<file path="config.mk">
export PLATFORM = sky130hd
export DESIGN_NAME = delayed_gate_pulse_generator_top
export DESIGN_NICKNAME = d
export VERILOG_FILES = /design/src/hw/rtl/dgpg_pkg.sv /design/src/hw/rtl/dgpg_ctrl.sv /design/src/hw/rtl/dgpg_datapath.sv /design/src/hw/rtl/delayed_gate_pulse_generator_top.sv
export SDC_FILE = /design/constraint.sdc
export NUM_CORES = 2
export LEC_CHECK = 0
export ABC_AREA = 1
export BUFFER_PORTS_ARGS = -buffer_cell sky130_fd_sc_hd__buf_2
export CORE_ASPECT_RATIO = 1.25
export CORE_MARGIN = 2
export CORE_UTILIZATION = 62
export CTS_CLUSTER_SIZE = 16
export DETAILED_ROUTE_END_ITERATION = 8
export HOLD_SLACK_MARGIN = 0.02
export PLACE_DENSITY = 0.79
export SYNTH_ARGS = -nofsm -noshare
export SYNTH_HDL_FRONTEND = slang
export SYNTH_SLANG_ARGS = --single-unit
export TNS_END_PERCENT = 10
</file>
<file path="constraint.sdc">
create_clock -name clk -period 10.8 [get_ports clk]
set_input_delay 2.16 -clock clk [delete_from_list [all_inputs] [get_ports clk]]
set_output_delay 2.16 -clock clk [all_outputs]
set_load 0.1 [all_outputs]
</file>
<file path="src/hw/rtl/dgpg_pkg.sv">
// ----------------------------------------------------------------------------
// dgpg_pkg
// Types, constants and the fraction table shared by the delayed gate pulse
// generator modules.
// ----------------------------------------------------------------------------
package dgpg_pkg;

	// Field widths
	localparam int CTL_BITS       = 9;
	localparam int LEVEL_BITS     = 17;
	localparam int MS_BITS        = 10;
	localparam int SPS_BITS       = 20;
	localparam int STEP_BITS      = 17;
	localparam int FRAC_BITS      = 16;
	localparam int FRAC_ROWS      = 12;
	localparam int FRAC_IDX_BITS  = 4;
	localparam int CFG_INDEX_BITS = 3;
	localparam int CFG_DATA_BITS  = 20;

	localparam logic [CTL_BITS-1:0]   CTL_FULL  = 9'd256;
	localparam logic [LEVEL_BITS-1:0] LEVEL_ONE = 17'd65536;

	// Configuration register indexes
	localparam logic [CFG_INDEX_BITS-1:0] CFG_SAMPLES_PER_MS  = 3'd0;
	localparam logic [CFG_INDEX_BITS-1:0] CFG_SAMPLES_PER_SEC = 3'd1;
	localparam logic [CFG_INDEX_BITS-1:0] CFG_RANGE_LONG      = 3'd2;
	localparam logic [CFG_INDEX_BITS-1:0] CFG_REPEAT_MODE     = 3'd3;
	localparam logic [CFG_INDEX_BITS-1:0] CFG_RETRIGGER_MODE  = 3'd4;
	localparam logic [CFG_INDEX_BITS-1:0] CFG_SLEW_STEP       = 3'd5;

	// Reset values of the configuration registers
	localparam logic [MS_BITS-1:0]   MS_RESET   = 10'd48;
	localparam logic [SPS_BITS-1:0]  SPS_RESET  = 20'd48000;
	localparam logic [STEP_BITS-1:0] STEP_RESET = 17'd65536;

	typedef struct packed {
		logic                trig_edge;
		logic                clock_edge;
		logic                clock_present;
		logic [CTL_BITS-1:0] delay_ctl;
		logic [CTL_BITS-1:0] length_ctl;
		logic [CTL_BITS-1:0] amp_ctl;
	} in_item_t;

	typedef struct packed {
		logic                  clock_pulse;
		logic                  eoc_pulse;
		logic [LEVEL_BITS-1:0] gate_level;
		logic                  gate_phase;
	} out_item_t;

	// Operand select of the shared multiplier
	typedef enum logic [1:0] {
		MUL_DELAY = 2'd0,
		MUL_GATE  = 2'd1,
		MUL_AMP   = 2'd2
	} mul_sel_t;

	// Controller to datapath commands
	typedef struct packed {
		logic     accept;
		mul_sel_t mul_sel;
		logic     load_delay_tgt;
		logic     load_gate_tgt;
		logic     update;
		logic     load_out;
	} dgpg_cmd_t;

	// Q16 fractions of the clock period
	function automatic logic [FRAC_BITS-1:0] frac_entry(input logic [FRAC_IDX_BITS-1:0] row);
		logic [FRAC_BITS-1:0] f;
		unique case (row)
			4'd0:    f = 16'd256;
			4'd1:    f = 16'd512;
			4'd2:    f = 16'd1024;
			4'd3:    f = 16'd2048;
			4'd4:    f = 16'd4096;
			4'd5:    f = 16'd8192;
			4'd6:    f = 16'd12288;
			4'd7:    f = 16'd16384;
			4'd8:    f = 16'd21845;
			4'd9:    f = 16'd32768;
			4'd10:   f = 16'd49152;
			default: f = 16'd64881;
		endcase
		return f;
	endfunction

endpackage

</file>
<file path="src/hw/rtl/dgpg_ctrl.sv">
// ----------------------------------------------------------------------------
// dgpg_ctrl
// Sequencer for one tick: delay multiply, gate multiply, gate target,
// state update, amplitude multiply into the output register.
// ----------------------------------------------------------------------------
module dgpg_ctrl (
	input  logic                 clk,
	input  logic                 arst_n,
	input  logic                 item_valid,
	output logic                 item_ready,
	output logic                 result_valid,
	input  logic                 result_ready,
	output dgpg_pkg::dgpg_cmd_t  cmd
);

	typedef enum logic [4:0] {
		ST_IDLE     = 5'b00001,
		ST_GATE_MUL = 5'b00010,
		ST_GATE_TGT = 5'b00100,
		ST_UPDATE   = 5'b01000,
		ST_AMP      = 5'b10000
	} state_t;

	state_t state_q, state_nx;
	logic   result_valid_q;

	assign item_ready   = (state_q == ST_IDLE);
	assign result_valid = result_valid_q;

	// Command decode
	always_comb begin
		cmd                = '0;
		cmd.mul_sel        = dgpg_pkg::MUL_DELAY;
		cmd.accept         = item_valid && (state_q == ST_IDLE);
		cmd.load_delay_tgt = (state_q == ST_GATE_MUL);
		cmd.load_gate_tgt  = (state_q == ST_GATE_TGT);
		cmd.update         = (state_q == ST_UPDATE);
		cmd.load_out       = (state_q == ST_AMP) && (!result_valid_q || result_ready);
		unique case (state_q)
			ST_GATE_MUL: cmd.mul_sel = dgpg_pkg::MUL_GATE;
			ST_AMP:      cmd.mul_sel = dgpg_pkg::MUL_AMP;
			default:     cmd.mul_sel = dgpg_pkg::MUL_DELAY;
		endcase
	end

	// Next state
	always_comb begin
		state_nx = state_q;
		unique case (state_q)
			ST_IDLE:     if (cmd.accept) state_nx = ST_GATE_MUL;
			ST_GATE_MUL: state_nx = ST_GATE_TGT;
			ST_GATE_TGT: state_nx = ST_UPDATE;
			ST_UPDATE:   state_nx = ST_AMP;
			ST_AMP:      if (cmd.load_out) state_nx = ST_IDLE;
			default:     state_nx = ST_IDLE;
		endcase
	end

	always_ff @(posedge clk or negedge arst_n) begin
		if (!arst_n) begin
			state_q        <= ST_IDLE;
			result_valid_q <= 1'b0;
		end else begin
			state_q <= state_nx;
			if (cmd.load_out) begin
				result_valid_q <= 1'b1;
			end else if (result_ready) begin
				result_valid_q <= 1'b0;
			end
		end
	end

	// An accepted item always starts the gate multiply next
	a_accept_seq: assert property (@(posedge clk) disable iff (!arst_n)
		cmd.accept |=> (state_q == ST_GATE_MUL))
		else $error("accepted item did not start the sequence");

	// The output register is only loaded when it is empty or draining
	a_load_room: assert property (@(posedge clk) disable iff (!arst_n)
		cmd.load_out |-> (!result_valid_q || result_ready))
		else $error("result overwritten before transfer");

	// A stalled result keeps the sequencer parked with valid high
	a_amp_hold: assert property (@(posedge clk) disable iff (!arst_n)
		(state_q == ST_AMP && !cmd.load_out) |=> (state_q == ST_AMP && result_valid_q))
		else $error("sequencer left the output step without loading");

endmodule

</file>
<file path="src/hw/rtl/dgpg_datapath.sv">
// ----------------------------------------------------------------------------
// dgpg_datapath
// Configuration registers, phase counters, clock period meter, slew level,
// pulse timers, one shared multiplier and the output register.
// ----------------------------------------------------------------------------
module dgpg_datapath #(
	parameter int COUNT_BITS    = 24,
	parameter int TABLE_ENTRIES = 12
) (
	input  logic                                    clk,
	input  logic                                    arst_n,
	input  dgpg_pkg::dgpg_cmd_t                     cmd,
	input  dgpg_pkg::in_item_t                      item,
	input  logic                                    cfg_we,
	input  logic [dgpg_pkg::CFG_INDEX_BITS-1:0]     cfg_index,
	input  logic [dgpg_pkg::CFG_DATA_BITS-1:0]      cfg_data,
	output dgpg_pkg::out_item_t                     result
);

	localparam int MA      = (COUNT_BITS > dgpg_pkg::SPS_BITS) ? COUNT_BITS : dgpg_pkg::SPS_BITS;
	localparam int PW      = MA + dgpg_pkg::FRAC_BITS;
	localparam int LW      = PW + 5;
	localparam int TI_BITS = $clog2(TABLE_ENTRIES);
	localparam int TP_BITS = TI_BITS + dgpg_pkg::CTL_BITS;
	localparam logic [COUNT_BITS-1:0] COUNT_MAX = '1;

	// Configuration registers
	logic [dgpg_pkg::MS_BITS-1:0]   ms_q;
	logic [dgpg_pkg::SPS_BITS-1:0]  sps_q;
	logic                           range_q, repeat_q, retrig_q;
	logic [dgpg_pkg::STEP_BITS-1:0] step_q;

	// Latched item fields
	logic                          trig_q, clk_q, present_q;
	logic [dgpg_pkg::CTL_BITS-1:0] lctl_q, actl_q;

	// Block state
	logic [COUNT_BITS-1:0]           delay_count_q, gate_count_q, clock_count_q, clock_period_q;
	logic                            delay_active_q, gate_active_q;
	logic [dgpg_pkg::LEVEL_BITS-1:0] level_q;
	logic [dgpg_pkg::MS_BITS-1:0]    cp_left_q, eoc_left_q;
	logic                            cp_bit_q, eoc_bit_q, phase_q;

	// Multiplier and targets
	logic [MA-1:0]                  mul_a;
	logic [dgpg_pkg::FRAC_BITS-1:0] mul_b;
	logic [PW-1:0]                  mul_p, prod_q;
	logic [COUNT_BITS-1:0]          delay_tgt_q, gate_tgt_q, period_eff;

	// Update step
	logic [COUNT_BITS-1:0]           nx_dc, nx_gc;
	logic                            nx_d, nx_g, was_gate, eoc_fire;
	logic [dgpg_pkg::LEVEL_BITS:0]   lv_sum;
	logic [dgpg_pkg::LEVEL_BITS-1:0] nx_level;
	logic [dgpg_pkg::MS_BITS-1:0]    cp_arm, eoc_arm;

	function automatic logic [dgpg_pkg::CTL_BITS-1:0] clamp_ctl(
		input logic [dgpg_pkg::CTL_BITS-1:0] v);
		return (v > dgpg_pkg::CTL_FULL) ? dgpg_pkg::CTL_FULL : v;
	endfunction

	// Table row from a control: floor((entries - 1) * ctl / 256), capped at the last row
	function automatic logic [dgpg_pkg::FRAC_BITS-1:0] ctl_frac(
		input logic [dgpg_pkg::CTL_BITS-1:0] ctl);
		logic [TP_BITS-1:0]                  p;
		logic [TI_BITS-1:0]                  idx;
		logic [dgpg_pkg::FRAC_IDX_BITS-1:0]  row;
		p   = TP_BITS'(TABLE_ENTRIES - 1) * TP_BITS'(ctl);
		idx = TI_BITS'(p >> 8);
		if (int'(idx) >= dgpg_pkg::FRAC_ROWS) begin
			row = dgpg_pkg::FRAC_IDX_BITS'(dgpg_pkg::FRAC_ROWS - 1);
		end else begin
			row = dgpg_pkg::FRAC_IDX_BITS'(idx);
		end
		return dgpg_pkg::frac_entry(row);
	endfunction

	// Phase length from a product: clock mode takes the Q16 fraction, free mode
	// scales by one or ten and drops the Q8 point; saturates at the count width
	function automatic logic [COUNT_BITS-1:0] length_of(
		input logic [PW-1:0]                prod,
		input logic                         clock_mode,
		input logic                         long_range,
		input logic                         add_ms,
		input logic [dgpg_pkg::MS_BITS-1:0] ms);
		logic [LW-1:0] scaled;
		logic [LW-1:0] t;
		if (clock_mode) begin
			t = LW'(prod >> dgpg_pkg::FRAC_BITS);
		end else begin
			scaled = long_range ? ((LW'(prod) << 3) + (LW'(prod) << 1)) : LW'(prod);
			t      = scaled >> 8;
			if (add_ms) t = t + LW'(ms);
		end
		if (t > LW'(COUNT_MAX)) t = LW'(COUNT_MAX);
		if (clock_mode && add_ms && (t < LW'(ms))) t = LW'(ms);
		return COUNT_BITS'(t);
	endfunction

	// Configuration writes
	always_ff @(posedge clk or negedge arst_n) begin
		if (!arst_n) begin
			ms_q     <= dgpg_pkg::MS_RESET;
			sps_q    <= dgpg_pkg::SPS_RESET;
			range_q  <= 1'b0;
			repeat_q <= 1'b0;
			retrig_q <= 1'b0;
			step_q   <= dgpg_pkg::STEP_RESET;
		end else if (cfg_we) begin
			unique case (cfg_index)
				dgpg_pkg::CFG_SAMPLES_PER_MS:  ms_q     <= cfg_data[dgpg_pkg::MS_BITS-1:0];
				dgpg_pkg::CFG_SAMPLES_PER_SEC: sps_q    <= cfg_data[dgpg_pkg::SPS_BITS-1:0];
				dgpg_pkg::CFG_RANGE_LONG:      range_q  <= cfg_data[0];
				dgpg_pkg::CFG_REPEAT_MODE:     repeat_q <= cfg_data[0];
				dgpg_pkg::CFG_RETRIGGER_MODE:  retrig_q <= cfg_data[0];
				dgpg_pkg::CFG_SLEW_STEP:       step_q   <= cfg_data[dgpg_pkg::STEP_BITS-1:0];
				default: ;
			endcase
		end
	end

	// Period source for the delay multiply: a clock edge this tick latches the running count
	assign period_eff = item.clock_edge ? clock_count_q : clock_period_q;

	// Shared multiplier operand select
	always_comb begin
		mul_a = '0;
		mul_b = '0;
		case (cmd.mul_sel)
			dgpg_pkg::MUL_DELAY: begin
				if (item.clock_present) begin
					mul_a = MA'(period_eff);
					mul_b = ctl_frac(clamp_ctl(item.delay_ctl));
				end else begin
					mul_a = MA'(sps_q);
					mul_b = dgpg_pkg::FRAC_BITS'(clamp_ctl(item.delay_ctl));
				end
			end
			dgpg_pkg::MUL_GATE: begin
				if (present_q) begin
					mul_a = MA'(clock_period_q);
					mul_b = ctl_frac(lctl_q);
				end else begin
					mul_a = MA'(sps_q);
					mul_b = dgpg_pkg::FRAC_BITS'(lctl_q);
				end
			end
			dgpg_pkg::MUL_AMP: begin
				mul_a = MA'(level_q);
				mul_b = dgpg_pkg::FRAC_BITS'(actl_q);
			end
			default: begin
				mul_a = '0;
				mul_b = '0;
			end
		endcase
	end

	assign mul_p = PW'(mul_a) * PW'(mul_b);

	// Product and phase targets
	always_ff @(posedge clk) begin
		prod_q <= mul_p;
		if (cmd.load_delay_tgt) delay_tgt_q <= length_of(prod_q, present_q, range_q, 1'b0, ms_q);
		if (cmd.load_gate_tgt)  gate_tgt_q  <= length_of(prod_q, present_q, range_q, 1'b1, ms_q);
	end

	// Item capture
	always_ff @(posedge clk) begin
		if (cmd.accept) begin
			trig_q    <= item.trig_edge;
			clk_q     <= item.clock_edge;
			present_q <= item.clock_present;
			lctl_q    <= clamp_ctl(item.length_ctl);
			actl_q    <= clamp_ctl(item.amp_ctl);
		end
	end

	// Phase sequencing, slew and pulse timers for one tick
	always_comb begin
		nx_d     = delay_active_q;
		nx_g     = gate_active_q;
		nx_dc    = delay_count_q;
		nx_gc    = gate_count_q;
		eoc_fire = 1'b0;
		if ((trig_q || clk_q) && (retrig_q || (!gate_active_q && !delay_active_q))) begin
			nx_dc = '0;
			nx_d  = 1'b1;
			nx_g  = 1'b0;
		end
		if (nx_d) begin
			if (nx_dc < delay_tgt_q) begin
				nx_dc = nx_dc + COUNT_BITS'(1);
			end else begin
				nx_d  = 1'b0;
				nx_g  = 1'b1;
				nx_gc = '0;
			end
		end
		was_gate = nx_g;
		if (nx_g) begin
			if (nx_gc < gate_tgt_q) begin
				nx_gc = nx_gc + COUNT_BITS'(1);
			end else begin
				eoc_fire = 1'b1;
				nx_g     = 1'b0;
				if (repeat_q) begin
					nx_dc = '0;
					nx_d  = 1'b1;
				end
			end
		end

		// Level slews toward one during the gate, toward zero otherwise
		lv_sum = {1'b0, level_q} + {1'b0, step_q};
		if (was_gate) begin
			if (level_q < dgpg_pkg::LEVEL_ONE) begin
				nx_level = (lv_sum > {1'b0, dgpg_pkg::LEVEL_ONE}) ?
					dgpg_pkg::LEVEL_ONE : lv_sum[dgpg_pkg::LEVEL_BITS-1:0];
			end else begin
				nx_level = dgpg_pkg::LEVEL_ONE;
			end
		end else begin
			nx_level = (level_q > step_q) ? (level_q - step_q) : '0;
		end

		// A new pulse restarts at the longer of what is left and one millisecond
		cp_arm  = (clk_q && (ms_q > cp_left_q)) ? ms_q : cp_left_q;
		eoc_arm = (eoc_fire && (ms_q > eoc_left_q)) ? ms_q : eoc_left_q;
	end

	// Block state registers
	always_ff @(posedge clk or negedge arst_n) begin
		if (!arst_n) begin
			delay_count_q  <= '0;
			gate_count_q   <= '0;
			clock_count_q  <= '0;
			clock_period_q <= '0;
			delay_active_q <= 1'b0;
			gate_active_q  <= 1'b0;
			level_q        <= '0;
			cp_left_q      <= '0;
			eoc_left_q     <= '0;
		end else begin
			// clock period meter runs at acceptance
			if (cmd.accept) begin
				if (item.clock_edge) clock_period_q <= clock_count_q;
				if (item.clock_present) begin
					if (item.clock_edge) begin
						clock_count_q <= COUNT_BITS'(1);
					end else if (clock_count_q != COUNT_MAX) begin
						clock_count_q <= clock_count_q + COUNT_BITS'(1);
					end
				end else if (item.clock_edge) begin
					clock_count_q <= '0;
				end
			end
			if (cmd.update) begin
				delay_count_q  <= nx_dc;
				gate_count_q   <= nx_gc;
				delay_active_q <= nx_d;
				gate_active_q  <= nx_g;
				level_q        <= nx_level;
				cp_left_q      <= (cp_arm != '0) ? (cp_arm - dgpg_pkg::MS_BITS'(1)) : cp_arm;
				eoc_left_q     <= (eoc_arm != '0) ? (eoc_arm - dgpg_pkg::MS_BITS'(1)) : eoc_arm;
			end
		end
	end

	// Per-tick result bits
	always_ff @(posedge clk) begin
		if (cmd.update) begin
			cp_bit_q  <= (cp_arm != '0);
			eoc_bit_q <= (eoc_arm != '0);
			phase_q   <= nx_g;
		end
	end

	// Output register, fed straight from the amplitude multiply
	always_ff @(posedge clk) begin
		if (cmd.load_out) begin
			result.clock_pulse <= cp_bit_q;
			result.eoc_pulse   <= eoc_bit_q;
			result.gate_level  <= dgpg_pkg::LEVEL_BITS'(mul_p >> 8);
			result.gate_phase  <= phase_q;
		end
	end

	// Delay and gate phases never run together
	a_phase_excl: assert property (@(posedge clk) disable iff (!arst_n)
		!(delay_active_q && gate_active_q))
		else $error("delay and gate phases both active");

	// Slewed level stays within zero to one
	a_level_range: assert property (@(posedge clk) disable iff (!arst_n)
		level_q <= dgpg_pkg::LEVEL_ONE)
		else $error("gate level above full scale");

	// Level only moves on the update step
	a_level_hold: assert property (@(posedge clk) disable iff (!arst_n)
		!cmd.update |=> $stable(level_q))
		else $error("gate level changed outside the update step");

endmodule

</file>
<file path="src/hw/rtl/delayed_gate_pulse_generator_top.sv">
// ----------------------------------------------------------------------------
// delayed_gate_pulse_generator_top
// Delay / gate / end-of-cycle generator with clock-relative or free timing.
// ----------------------------------------------------------------------------
// Usage:
//   item channel: one transfer per sample tick, carrying qualified trigger and
//   clock edges, the clock-present flag and the Q8 delay, length and
//   amplitude controls.
//   result channel: one transfer per item with the clock and end-of-cycle
//   pulses, the slewed and amplitude-scaled Q16 gate level and the gate phase.
//   cfg channel: register writes, always ready; write only while no item is
//   in flight.
//   Each tick makes three passes through one shared multiplier (delay length,
//   gate length, amplitude) plus a target step and a state update step, and
//   the result is registered from the amplitude pass; the next item is taken
//   only after that, so items do not overlap.
//   The next item is taken while a finished result waits in the output
//   register; a stalled receiver holds the block in its output step after
//   that, so at most one result waits.
//   Reset clears all counters, phases, level and pulse timers and loads the
//   register defaults: 48 ticks/ms, 48000 ticks/s, instant slew.
// ----------------------------------------------------------------------------
module delayed_gate_pulse_generator_top #(
	parameter int COUNT_BITS    = 24,
	parameter int TABLE_ENTRIES = 12
) (
	input  logic                                 clk,
	input  logic                                 arst_n,
	input  logic                                 item_valid,
	output logic                                 item_ready,
	input  dgpg_pkg::in_item_t                   item,
	output logic                                 result_valid,
	input  logic                                 result_ready,
	output dgpg_pkg::out_item_t                  result,
	input  logic                                 cfg_valid,
	output logic                                 cfg_ready,
	input  logic [dgpg_pkg::CFG_INDEX_BITS-1:0]  cfg_index,
	input  logic [dgpg_pkg::CFG_DATA_BITS-1:0]   cfg_data
);

	dgpg_pkg::dgpg_cmd_t cmd;

	// Register writes are always accepted and land in the next cycle
	assign cfg_ready = 1'b1;

	dgpg_ctrl u_ctrl (
		.clk          (clk),
		.arst_n       (arst_n),
		.item_valid   (item_valid),
		.item_ready   (item_ready),
		.result_valid (result_valid),
		.result_ready (result_ready),
		.cmd          (cmd)
	);

	dgpg_datapath #(
		.COUNT_BITS    (COUNT_BITS),
		.TABLE_ENTRIES (TABLE_ENTRIES)
	) u_datapath (
		.clk       (clk),
		.arst_n    (arst_n),
		.cmd       (cmd),
		.item      (item),
		.cfg_we    (cfg_valid && cfg_ready),
		.cfg_index (cfg_index),
		.cfg_data  (cfg_data),
		.result    (result)
	);

endmodule
</file>
# Word level (Yosys, flattened, before mapping)
# Memories as Yosys holds them, arrays and structs flattened.
# Cells that the tools add are included.
[totals]
reg_bits = 323
latch_bits = 0
ram_bits = 0
rom_bits = 416
input_bits = 58
output_inout_bits = 23
elab_cells = 168
n_memories = 2
[memory_table]
columns = ["name", "words", "word_bits", "rd", "rd_clocked_by_memory_dff", "wr", "line_no", "text"]
rows = [
  ["(name not given)", 16, 13, 1, 0, 0, "dgpg_pkg.sv:72", "unique case (row)"],
  ["(name not given)", 16, 13, 1, 0, 0, "dgpg_pkg.sv:72", ""],
]
[op_classes]
addsub = 9
mul = 3
div_mod_pow = 0
n_lt_le_gt_ge = 15
eq_ne = 15
n_shift = 0
muxes = 63
n_bitwise = 0
reduce_logical = 28
[ops]
columns = ["operator", "count"]
rows = [
  ["24-bit two-way mux", 17],
  ["45-bit two-way mux", 6],
  ["45-bit by 24-bit greater-than comparator with 1-bit output, second input constant", 2],
  ["24-bit by 1-bit adder with 24-bit output, second input constant", 3],
  ["24-bit case mux with 3 select lines", 1],
  ["17-bit two-way mux", 4],
  ["10-bit two-way mux", 5],
  ["24-bit < comparator", 2],
  ["16-bit case mux with 3 select lines", 1],
  ["45-bit by 10-bit < comparator with 1-bit output", 1],
  ["43-bit by 41-bit adder with 44-bit output", 1],
  ["24-bit by 16-bit multiplier with 40-bit output", 1],
  ["37-bit by 10-bit adder with 38-bit output", 1],
  ["37-bit two-way mux", 1],
  ["16-bit two-way mux", 2],
  ["9-bit greater-than comparator, second input constant", 3],
  ["5-bit case mux with 5 select lines", 1],
  ["4-bit by 9-bit multiplier with 12-bit output, first input constant", 2],
  ["4-bit two-way mux", 6],
  ["24-bit inequality test, second input constant", 1],
  ["10-bit greater-than comparator", 2],
  ["10-bit nonzero test", 2],
  ["10-bit by 1-bit subtractor with 10-bit output, second input constant", 2],
  ["17-bit by 17-bit adder with 18-bit output", 1],
  ["29 further kinds", 65],
]

# Depth between registers and ports, before layout
[logic_depth]
word_depth = 15
depth_mapped = 60

# By module
# Synthesis repeated with hierarchy kept, for this count alone.
[unflattened]
hier_cells = 4994
area_unflattened_um2 = 36887.9
[by_module_without_submodules]
columns = ["module", "n_inst", "cells_each", "area_per_inst_um2"]
rows = [
  ["dgpg_datapath", 1, 4944, 36507.5],
  ["dgpg_ctrl", 1, 48, 369.1],
  ["delayed_gate_pulse_generator_top", 1, 2, 11.3],
]

# Least setup slack after synthesis
# Ideal clock, no wire load.
[synth_timing]
kind = "input to register"
from = "input port item[18] in the netlist's numbering"
to = "register u_datapath.prod_q[39]"
setup_ns = 0.072
arrival_time_ns = 11.960
required_time_ns = 10.728
setup_slack_ns = -1.232
path_stages = 56
path_buffers = 1
path_cell_list = "nor2_1 nand3_1 o21ai_0 inv_1 nor2_1 ha_1 fa_1 ha_1 a21oi_1 nor2_1 nor2_1 nand2_1 a21o_1 a21oi_1 xor2_1 inv_1 nand2_1 nand2_1 [... 20 more ...] nand2_1 nor2_1 nand2_1 o211ai_1 nand3_1 nand2_1 a21oi_1 o31ai_1 a21oi_1 o21a_1 o21ai_0 nand2_1 nand2_1 nand2_1 nand2_1 nand3_1 nand2_1 xor2_1"
[synth_via]
elab_chain_cells = 11
[synth_rtl]
columns = ["item", "line_no", "text"]
rows = [
  ["start: declaration", "delayed_gate_pulse_generator_top.sv:31", "input dgpg_pkg::in_item_t item,"],
  ["9-bit greater-than comparator", "dgpg_datapath.sv:59", "return (v > dgpg_pkg::CTL_FULL) ? dgpg_pkg::CTL_FULL : v;"],
  ["9-bit two-way mux (*)", "dgpg_datapath.sv:59", ""],
  ["4-bit by 9-bit multiplier with 12-bit output", "dgpg_datapath.sv:68", "p = TP_BITS'(TABLE_ENTRIES - 1) * TP_BITS'(ctl);"],
  ["4-bit greater-or-equal comparator", "dgpg_datapath.sv:70", "if (int'(idx) >= dgpg_pkg::FRAC_ROWS) begin"],
  ["4-bit two-way mux", "dgpg_datapath.sv:70", ""],
  ["4-bit two-way mux", "dgpg_datapath.sv:131", "if (item.clock_present) begin"],
  ["4-bit two-way mux", "dgpg_datapath.sv:129", "case (cmd.mul_sel)"],
  ["memory read 16 x 13 bit", "n/a", ""],
  ["16-bit two-way mux (*)", "dgpg_datapath.sv:131", ""],
  ["16-bit case mux with 3 select lines (*)", "dgpg_datapath.sv:129", ""],
  ["24-bit by 16-bit multiplier with 40-bit output (*)", "dgpg_datapath.sv:159", "assign mul_p = PW'(mul_a) * PW'(mul_b);"],
  ["named net u_datapath.mul_p[39]", "dgpg_datapath.sv:47", "logic [PW-1:0] mul_p, prod_q;"],
  ["end signal: assignment", "dgpg_datapath.sv:163", "prod_q <= mul_p;"],
  ["end: declaration", "dgpg_datapath.sv:47", ""],
]
# The timed path passes the listed nets; every way through them passes the cells marked *. The select of a mux whose other input is x is not followed.
# A chain may end at the register's enable or synchronous reset.

# Worst setup path after layout
[layout_timing]
from = "input port item[25] in the netlist's numbering"
to = "register u_datapath.prod_q[39]"
# Same word-level chain as after synthesis.

==> results.sh <==
export IMPL_setup_viol=12
export IMPL_critical_path_arrival_ns=11.55
export IMPL_vias_per_cell=5.626
export IMPL_clock_sinks=323
export IMPL_critPathSlowestCell="fa_1"
export IMPL_max_clock_path_buffers=3
export IMPL_initial_core_util=0.6234
export IMPL_clock_latency_ns=0.58
export IMPL_rows=100
export IMPL_grt_pass1_wl_um=175900
export IMPL_hold_path_class="flip-flop to flip-flop"
export IMPL_synth_edf_count=92
export IMPL_cp_common_cell="fa_1"
export IMPL_gp_congestion=1.001
export IMPL_period_needed_ns=11.07
export IMPL_timing_worst_setup_path_type="primary input to flip-flop"
export IMPL_core_sq_um=59310
export IMPL_required_ns=11.28
export IMPL_antennaDiodeCount=0
export IMPL_wl_um=109400
export IMPL_dpl_hpwl_um=87210
export IMPL_hold_violations=0
export IMPL_port_buffers=79
export IMPL_worst_setup_path_end_kind="flip-flop"
export IMPL_grt_overflow_total=0
export IMPL_finalCritPeriodShare=1.025
export IMPL_mostFrequentLayoutCells="nand2_1, inv_1, nor2_1"
export IMPL_skew_ns=0.03208
export IMPL_wl_per_cell_um=17.89
export IMPL_cts_buffers=36
export IMPL_clock_root_buffer="clkbuf_16"
export IMPL_async_reset_ff_frac=0.5913
export IMPL_ys_dominant_reg_cell="dfrtp_1"
export IMPL_worst_hold_path_num_cells=0
export IMPL_drive_above_1_share=0.1183
export IMPL_final_common_cell="nand2_1"
export IMPL_ios=81
export IMPL_critical_path_top_delay_family="adder cells"
export IMPL_synth_cell_types=65
export IMPL_ff2ff_path_depth=55
export IMPL_synth_fa_ha_area_frac=0.2804
export IMPL_seq_area_frac_synth=0.2260
export IMPL_cp_depth=56
export IMPL_ys_seq_elements=323
export IMPL_outcome="finished, violations left"
export IMPL_critical_path_max_stage_delay_ns=0.55
export IMPL_drcViolationCount=0
export IMPL_die_w_um=222.4
export IMPL_grt_pass1_vias=34838
export IMPL_slew_headroom=0.2328
export IMPL_failed_checks="setup timing"
export IMPL_syn_area_per_cell_sq_um=7.281
export IMPL_synth_top_family_by_area="adder cells"
export IMPL_clk_pin_slew_ns=0.06
export IMPL_fin_ws_ns=-0.2666
export IMPL_grt_use_total=0.3582
export IMPL_yosys_area_share_simple=0.2396
export IMPL_area_growth_pct=13.79
export IMPL_drtIter0Drc=2946
export IMPL_cts_tree="built"
export IMPL_antenna_found_initial=1
export IMPL_rsz0062_at_grt="true"
export IMPL_grt_max_degree=83
export IMPL_ant_nets=0
export IMPL_synth_compound_area_frac=0.1017
export IMPL_h_tree_depth=2
export IMPL_syn_instance_count=5078
export IMPL_timing_fmax_mhz=90.36
export IMPL_synthMuxAreaShare=0.0003046
export IMPL_worstPathBufferInverterCount=10
export IMPL_nets=6018
export IMPL_cp_max_fo=7
export IMPL_tightest_slew_ns=1.147
export IMPL_critPathLaunchType="primary input"
export IMPL_synth_xor_xnor_area_share=0.03384
export IMPL_netlist_area_sq_um=36970
export IMPL_cap_violations=0
export IMPL_firstDrtPassIters=7
export IMPL_slew_violations=0
export IMPL_die_area_sq_um=61610
export IMPL_holdWs_ns=0.4200
export IMPL_regToRegSetupSlack_ns=0.24
export IMPL_vias=34410
export IMPL_die_h_um=277.0
export IMPL_tns_ns=-1.488
export IMPL_synth_warnings=0
-- logic make-up after synthesis --
logic type,after synthesis
other,2
AND/OR/NAND/NOR,2154
buffers and inverters,1155
multiplexers,1
adder cells (fa/ha/maj),637
AO/OA/AOI/OAI,664
flip-flops,323
XOR/XNOR,142
-- state kept, by name, summed over array words and instances, names as in the netlist, 20 cells and up --
signal                     cells
u_datapath.clock_count_q      24
u_datapath.clock_period_q     24
u_datapath.delay_count_q      24
u_datapath.delay_tgt_q        24
u_datapath.gate_count_q       24
u_datapath.gate_tgt_q         24
u_datapath.prod_q             40
u_datapath.result             20
u_datapath.sps_q              20
-- final cells by class --
type	count	area [sq um]
flip-flops and latches	323	8357
fillers	4873	17240
repair buffers	326	2400
repair inverters	1	6.256
well taps	765	957.2
multi-input cells	3611	25240
inverters	1024	3884
clock inverters	15	136.4
clock buffers	51	1086
-- metrics by stage --
step	instance area, sq um	std cells	utilization	worst slack (ns)
6_report	42070	6116	0.7093	-0.2666
5_1_grt	42070	6116	0.7093	-0.8051
4_1_cts	41520	6105	0.7002	-0.2146
3_5_place_dp	40010	6031	0.6746	-1.048
3_3_place_gp	40010	6031	0.6746	-0.7843
2_1_floorplan	37420	5089	-	-0.3041
-- worst reg2reg max path: cells and delay by family, from the launching register on --
| family | cells | cell delay [ns] |
|---|---|---|
| xor+xnor | 2 | 0.43 |
| flops | 1 | 0.51 |
| simple gates | 17 | 1.59 |
| compound gates | 16 | 2.83 |
| buf+inv | 9 | 0.66 |
| fa+ha+maj | 11 | 4.43 |
-- Yosys cell counts (all sizes together) (13+ instances only) --
master / number / share of area
o22ai: 30 / 0.0051
o21bai: 15 / 0.0030
o211ai: 25 / 0.0051
edfxtp: 92 / 0.075
clkbuf: 118 / 0.012
a31oi: 22 / 0.0037
xor2: 100 / 0.024
nand2: 1243 / 0.13
nand4: 76 / 0.013
nor4: 17 / 0.0029
xnor2: 42 / 0.010
dfxtp: 40 / 0.022
dfrtp: 180 / 0.12
inv: 1000 / 0.10
ha: 318 / 0.11
nand3: 195 / 0.027
o21a: 18 / 0.0037
buf: 13 / 0.0020
nor2: 525 / 0.054
clkinv: 24 / 0.0024
o21ai: 266 / 0.036
nor3: 72 / 0.010
a21oi: 220 / 0.030
fa: 319 / 0.17
-- path summary, 6_finish.rpt --
check | startpoint | endpoint
worst max-delay path | item[25] | u_datapath.prod_q[39]
worst min-delay path | u_datapath.cp_bit_q | u_datapath.result[19]
worst max register to register | u_datapath.lctl_q[4] | u_datapath.prod_q[39]
worst min register to register | u_datapath.cp_bit_q | u_datapath.result[19]
max in group asynchronous | arst_n | u_datapath.delay_count_q[17]
min in group asynchronous | arst_n | u_datapath.step_q[9]
-- what timing repair did --
item,CTS,global route
pin swaps,30,68
resized for setup,54,104
endpoints found under the setup margin,23,38
cloned,1,0
hold buffers,0,0
setup buffers,7,11
-- routing by layer --
layer / track usage / up-vias / routed length (um)
met2: 0.6213 / 1378 / 53130
met4: 0.2198 / 2 / 7509
met5: 0 / - / 16
met1: 0.4252 / 16269 / 41710
met3: 0.04265 / 393 / 7051
li1: - / 16368 / -
Power is left out: the tool's default activity adds up to more than one toggle a clock period on the data nets, which glitch-free logic cannot reach.
